===== src/rtl/core/lz77pcd_pkg.sv =====
// shared types and constants for the lz77 prefix-code decoder
// no dependencies
`default_nettype none
package lz77pcd_pkg;

  localparam int HIST_DEPTH = 16384;
  localparam int HIST_AW    = $clog2(HIST_DEPTH);
  localparam int LANES      = 8;
  localparam int LANE_IW    = (LANES > 1) ? $clog2(LANES) : 1;
  localparam int FILL_W     = $clog2(LANES + 1);

  // distance base per pointer prefix
  localparam logic [13:0] DIST_BASE [5] = '{14'd0, 14'd512, 14'd1536, 14'd3584, 14'd7680};

  typedef enum logic [2:0] {
    ST_IDLE, ST_DECODE, ST_RD, ST_WR, ST_END, ST_FLT_FLUSH, ST_FLT_EMIT
  } ctl_state_t;

  typedef enum logic [1:0] {TOK_NEED, TOK_LIT, TOK_LEN, TOK_DIST} tok_kind_t;

  typedef struct packed {
    logic load;
    logic put_lit;
    logic put_mem;
    logic take_len;
    logic take_dist;
    logic rd_issue;
    logic flush_end;
    logic flush_lanes;
    logic emit_fault;
  } dp_cmd_t;

  typedef struct packed {
    tok_kind_t tok;
    logic      bad_dist;
    logic      copy_zero;
    logic      finished;
    logic      fault;
    logic      out_free;
    logic      lanes_full;
    logic      lanes_busy;
  } dp_sts_t;

endpackage
`default_nettype wire


===== src/rtl/core/lz77pcd_ctrl.sv =====
// controller state machine: sequences decode, copy and flush of one input beat
// depends on lz77pcd_pkg
`default_nettype none
module lz77pcd_ctrl
  import lz77pcd_pkg::*;
(
  input  wire logic    clk,
  input  wire logic    rst_n,
  input  wire logic    in_valid,
  output logic         in_ready,
  output logic         cfg_ready,
  input  wire dp_sts_t sts,
  output dp_cmd_t      cmd
);

  ctl_state_t state_r, state_nxt;
  logic can_put;

  // state register
  always_ff @(posedge clk) begin
    if (!rst_n) state_r <= ST_IDLE;
    else        state_r <= state_nxt;
  end

  assign can_put = !sts.lanes_full || sts.out_free;

  // next state and commands
  always_comb begin
    state_nxt = state_r;
    cmd       = '0;
    in_ready  = 1'b0;
    cfg_ready = 1'b0;
    unique case (state_r)
      ST_IDLE: begin
        in_ready  = 1'b1;
        // an input beat goes first, the size write waits while one is offered
        cfg_ready = !in_valid;
        if (in_valid && !sts.finished && !sts.fault) begin
          cmd.load  = 1'b1;
          state_nxt = ST_DECODE;
        end
      end
      ST_DECODE: begin
        if (sts.finished) begin
          state_nxt = ST_END;
        end else begin
          unique case (sts.tok)
            TOK_NEED: state_nxt = ST_END;
            TOK_LIT:  cmd.put_lit = can_put;
            TOK_LEN:  cmd.take_len = 1'b1;
            TOK_DIST: begin
              cmd.take_dist = 1'b1;
              state_nxt     = sts.bad_dist ? ST_FLT_FLUSH : ST_RD;
            end
            default: state_nxt = ST_END;
          endcase
        end
      end
      ST_RD: begin
        if (sts.finished)       state_nxt = ST_END;
        else if (sts.copy_zero) state_nxt = ST_DECODE;
        else begin
          cmd.rd_issue = 1'b1;
          state_nxt    = ST_WR;
        end
      end
      ST_WR: begin
        if (can_put) begin
          cmd.put_mem = 1'b1;
          state_nxt   = ST_RD;
        end
      end
      ST_END: begin
        if (!sts.lanes_busy || sts.out_free) begin
          cmd.flush_end = 1'b1;
          state_nxt     = ST_IDLE;
        end
      end
      ST_FLT_FLUSH: begin
        if (!sts.lanes_busy || sts.out_free) begin
          cmd.flush_lanes = 1'b1;
          state_nxt       = ST_FLT_EMIT;
        end
      end
      ST_FLT_EMIT: begin
        if (sts.out_free) begin
          cmd.emit_fault = 1'b1;
          state_nxt      = ST_IDLE;
        end
      end
      default: state_nxt = ST_IDLE;
    endcase
  end

  // controller checks
  a_load_idle: assert property (@(posedge clk) disable iff (!rst_n)
    cmd.load |-> state_r == ST_IDLE) else $error("load outside idle");
  a_put_room: assert property (@(posedge clk) disable iff (!rst_n)
    (cmd.put_lit || cmd.put_mem) && sts.lanes_full |-> sts.out_free)
    else $error("put while output blocked");
  a_wr_after_rd: assert property (@(posedge clk) disable iff (!rst_n)
    state_r == ST_WR && $past(state_r) != ST_WR |-> $past(cmd.rd_issue))
    else $error("copy write without read");

endmodule
`default_nettype wire


===== config.mk =====
export PLATFORM = sky130hd
export DESIGN_NAME = lz77pcd_ctrl
export DESIGN_NICKNAME = d
export VERILOG_FILES = /design/src/rtl/core/lz77pcd_pkg.sv /design/src/rtl/core/lz77pcd_ctrl.sv
export SDC_FILE = /design/constraint.sdc
export NUM_CORES = 1
export LEC_CHECK = 0
export ABC_AREA = 1
export BUFFER_PORTS_ARGS = -buffer_cell sky130_fd_sc_hd__buf_2
export CAP_MARGIN = 20
export CORE_AREA = 4 4 41 43
export CTS_BUF_LIST = sky130_fd_sc_hd__clkbuf_4
export CTS_CLUSTER_DIAMETER = 60
export DETAILED_ROUTE_END_ITERATION = 7
export DIE_AREA = 0 0 45 47
export PLACE_DENSITY = 0.67
export SYNTH_ARGS = -nofsm -noshare
export SYNTH_HDL_FRONTEND = slang
export SYNTH_SLANG_ARGS = --single-unit

===== constraint.sdc =====
create_clock -name clk -period 1.61 [get_ports clk]
set_clock_uncertainty 0.2 [all_clocks]
set_input_delay 0.0805 -clock clk [delete_from_list [all_inputs] [get_ports clk]]
set_output_delay 0.0805 -clock clk [all_outputs]
set_load 0.05 [all_outputs]

---- Word-level counts from Yosys, hierarchy flattened ----
Index checks and enable logic that the tools add are counted.
operators by class
  equality and inequality tests ........... 15
  muxes and demuxes ....................... 32
  reductions and logical operators ........ 12
operator list
  kind                                                                    number
  3-bit two-way mux                                                       8
  3-bit case mux with 7 select lines                                      1
  1-bit two-way mux                                                       19
  2-bit != test (second input constant)                                   5
  3-bit equality test (second input constant)                             3
  3-bit by 2-bit equality test with 1-bit output (second input constant)  2
  2-bit two-way mux                                                       3
  3-bit case mux with 2 select lines                                      1
  6-bit AND reduction                                                     1
  1-bit zero test                                                         5
  2-bit equality test (second input constant)                             2
  4-bit by 2-bit != test with 1-bit output (second input constant)        1
  3-bit by 1-bit equality test with 1-bit output (second input constant)  1
  3-bit zero test                                                         1
  2-bit by 1-bit equality test with 1-bit output (second input constant)  1
  1-bit logical AND                                                       2
  2-bit zero test                                                         1
  1-bit logical OR                                                        2
storage, ports and cells
  flip-flop bits (word level) ............. 3
  input port bits ......................... 12
  output and inout bits ................... 11

---- Longest topological paths before layout ----
  depth in word-level cells ............... 5
  depth in mapped cells ................... 9
  mapped depth without buffers ............ 8

---- Worst setup path after synthesis ----
OpenSTA, ideal clock, no wires.
  path type ............................... register -> output
  start point ............................. register state_r[1]
  end point ............................... output port cmd[7] (netlist bit)
  data arrival time ....................... 1.694 ns
  data required time ...................... 1.329 ns
  setup slack ............................. -0.364 ns
  stages on the path, launching flop included .. 5
  buffers on the path ..................... 1
  cell sequence ........................... dfxtp_1 buf_6 nor2_4 nand3_2 nor3_1
RTL lines
  element                 RTL line            RTL
  start, declared         lz77pcd_ctrl.sv:16  ctl_state_t state_r, state_nxt;
  start signal, assigned  lz77pcd_ctrl.sv:22  else state_r <= state_nxt;
  end, declared           lz77pcd_ctrl.sv:13  output dp_cmd_t cmd

==> results.md <==
| Group | Item | Value |
|:---|:---|:---|
| global route | Overall routing resource usage | 14.5% |
| run status | Status | complete, no violations |
| layout | Multi-input combinational cell area | 399 um^2 |
| critical path | Number of cell instances on the worst register-to-register path | 6 |
| yosys | Number of nets produced by synthesis | 104 |
| timing | Ratio of final minimum period to clock period | 94.7% |
| route | Routed WL per cell | 10.5 um |
| layout | Final-layout fill cell count | 136 |
| timing | Worst slew pin tran | 358 ps |
| yosys | EDFF count, synth | 0 |
| layout | Commonest non-fill, non-tap cell in the layout | sky130_fd_sc_hd__nand2_1 |
| timing | Total count of max-transition violations in the final report | 0 |
| layout | Largest registers | state_r x3 |
| yosys | Post-synthesis average cell area | 5.58 um^2 |
| floorplanning | Placeable Area | 1300 um^2 |
| global route | Pin count of the biggest net entering global routing | 11 |
| layout | Number of flip-flops in the largest register | 3 |
| power and ir drop | Static Leakage | 0.392 nW |
| route | Number of vias per cell | 4.92 |
| critical path | Worst Path Required | 1330 ps |
| route | DR iter-0 viols | 29 |
| timing | Number of setup violations in the final report | 0 |
| critical path | Startpoint of the lowest-slack register-to-register path | state_r[1] |
| place | Sum of net half-perimeters after detailed placement | 1120 um |
| layout | Cell area after layout | 718 um^2 |
| timing | Total negative slack for setup checks | 0 ps |
| place | Instance count after placement with tap cells included | 128 |
| yosys | Cell variety after synth | 19 |
| yosys | Netlist area before placement | 513 um^2 |
| yosys | Async S/R FF share, synth | 0% |
| global route | Vias in the first global route | 536 |
| layout | Post-layout nets | 131 |
| critical path | Worst R2R End | state_r[0] |
| layout | Share of final-layout standard cells stronger than drive strength 1 | 44.1% |
| layout | Final standard cell count with taps included and fillers excluded | 133 |
| worst hold path | Class of the tightest hold or removal check | in2reg |
| power and ir drop | PD cells | 1140 nW/um^2 |
| clock tree | Number of buffers created by CTS | 3 |
| layout | Biggest register | state_r |
| clock tree | Clock Sink Count | 3 |
| yosys | Post-Syn Instances | 92 |
| yosys | Most used DFF post-synth | sky130_fd_sc_hd__dfxtp_1 |
| timing | Slew HR | 76.1% |
| route | DRC violations left | 0 |
| clock tree | TritonCTS clock tree | yes |
| layout | Storage element area | 71.3 um^2 |
| clock tree | Maximum buffer depth of the clock tree | 2 |
| layout | Diode insertion count for antenna repair | 0 |
| yosys | Sequential cell area fraction in the yosys report | 11.7% |
| layout | Leading cell types in the layout, fill and taps excluded | sky130_fd_sc_hd__nand2_1, sky130_fd_sc_hd__buf_2, sky130_fd_sc_hd__nor2_1 |
| timing | Max frequency | 656 MHz |
| floorplanning | Site Rows | 13 |
| clock tree | Clock slew at the register clock pins of the worst setup and hold paths | 40 ps |
| critical path | Critical path start-end classification | reg2out |
| timing | Clock period minus worst slack | 1520 ps |
| yosys | Post-synthesis sequential element count | 3 |
| critical path | Maximum net fanout on the critical path | 9 |
| floorplanning | Io pins | 23 |
| route | Antenna-violating nets left | 0 |
| layout | Area growth, synth to finish | 40.0% |
| floorplanning | Die outline height | 47 um |
| flow run | MaxCap Viol Count | 0 |
| global route | Wire length of the first global-routing pass | 2280 um |
| clock tree | Root buf cell | sky130_fd_sc_hd__clkbuf_4 |
| floorplanning | Initial core utilization | 39.4% |
| place | IO buf count | 22 |
| critical path | R2R Setup Slk | 220 ps |
| yosys | Synth warn | 0 |
| global route | Initial antenna violation count | 0 |
| critical path | Critical path arrival | 1240 ps |
| timing | Endpoints failing hold | 0 |
| clock tree | Number of buffers inserted by post-CTS setup repair | 0 |
| route | Drt pass-1 iters | 4 |
| layout | Fin util | 55.2% |
| route | Final wirelength | 1400 um |
| floorplanning | Full die area | 2120 um^2 |
| place | GPL Wtd Cong | 0.814 |
| floorplanning | X dimension of the die | 45 um |
| place | Placed cell area | 654 um^2 |
| global route | Overall overflow remaining after global route | 0 |
| clock tree | Insertion delay of the later-clocked pin in the worst-skew pair | 230 ps |
| route | Vias after detailed routing | 655 |
| worst hold path | Number of cells on the worst hold path | 6 |
| power and ir drop | Peak supply drop | 0.538 mV |
| critical path | Startpoint type of the worst setup path | register |
| clock tree | H-Tree Level Count | 1 |
| worst hold path | Hold Crit Endpoint | state_r[1] |
| worst hold path | Startpoint of the worst hold path | sts[5] |
| power and ir drop | Design Power | 0.000820 W |
| timing | Unrepaired setup endpoints after global routing | false |
| critical path | Category of the worst setup path capture point | primary output |
==> how the worst max path moves through the flow <==
stage / startpoint / to / slack [ps] / cells past startpoint
after global routing: state_r[1] / cmd[4] / 20 / 4
after detailed placement: state_r[2] / state_r[0] / 30 / 7
after CTS: state_r[1] / cmd[4] / 50 / 4
after global placement: state_r[1] / state_r[0] / 60 / 7
final: state_r[1] / cmd[5] / 90 / 4
after floorplan: state_r[0] / cmd[1] / -40 / 4
==> routing by layer <==
| metal | vias to the layer above | part of all wire, % | GRT usage, % |
|---|---|---|---|
| met5 | - | 0 | 0 |
| met4 | 0 | 1.5 | 5.26 |
| met3 | 2 | 9.5 | 1.53 |
| met2 | 34 | 44 | 22.6 |
| met1 | 272 | 45 | 20.6 |
| li1 | 347 | - | - |
==> worst max-delay path: stages (launching register included) <==
cell and delay, ps:
sky130_fd_sc_hd__dfxtp_4 380, sky130_fd_sc_hd__nor2_4 130, sky130_fd_sc_hd__nand3_2 140, sky130_fd_sc_hd__nor2_4 150
sky130_fd_sc_hd__buf_4 210
==> stage by stage <==
step	hold slack [ps]	worst slack (ps)
6_report	116	85.9
5_1_grt	152	15.3
4_1_cts	121	49.9
3_5_place_dp	146	34.6
3_3_place_gp	141	57.7
2_1_floorplan	38.0	-36.4
==> repair_timing <==
action,CTS,global route
hold buffers,1,0
endpoints found under the setup margin,8,4
resized for setup,5,7
hold endpoints to repair,3,0
==> synthesized netlist by cell type (2+ instances only) <==
library cell	count	area, um^2
sky130_fd_sc_hd__nand3_1	9	45.0
sky130_fd_sc_hd__nor2_4	3	33.8
sky130_fd_sc_hd__inv_1	12	45.0
sky130_fd_sc_hd__nor3_1	3	15.0
sky130_fd_sc_hd__nor2_2	3	18.8
sky130_fd_sc_hd__buf_6	2	22.5
sky130_fd_sc_hd__nand3_2	2	20.0
sky130_fd_sc_hd__dfxtp_1	3	60.1
sky130_fd_sc_hd__nand2_2	5	31.3
sky130_fd_sc_hd__inv_2	2	7.51
sky130_fd_sc_hd__nor2_1	17	63.8
sky130_fd_sc_hd__nand4_1	3	18.8
sky130_fd_sc_hd__a21oi_1	4	20.0
sky130_fd_sc_hd__nand2_1	19	71.3
==> final cells by class <==
type                    count  area share, %
clock buffers               4           4.18
well taps                  15           2.61
multi-input cells          72           55.6
repair buffers             24           19.5
flip-flops and latches      3           9.93
inverters                  15           8.19
==> cells by family after synthesis <==
kind of cell | after synthesis | synth area share, %
compound gates | 6 | 6.58
buf+inv | 17 | 15.9
flops | 3 | 11.7
simple gates | 66 | 65.9
==> where the power goes <==
part           total, W  internal [W]  switching (W)  leakage (nW)
sequential     0.000156      0.000100      0.0000558        0.0267
combinational  0.000517      0.000160       0.000356         0.347
clock          0.000148      0.000110      0.0000382        0.0184
total          0.000820      0.000370       0.000450         0.392
No activity file was read; power rests on OpenSTA's default activity.
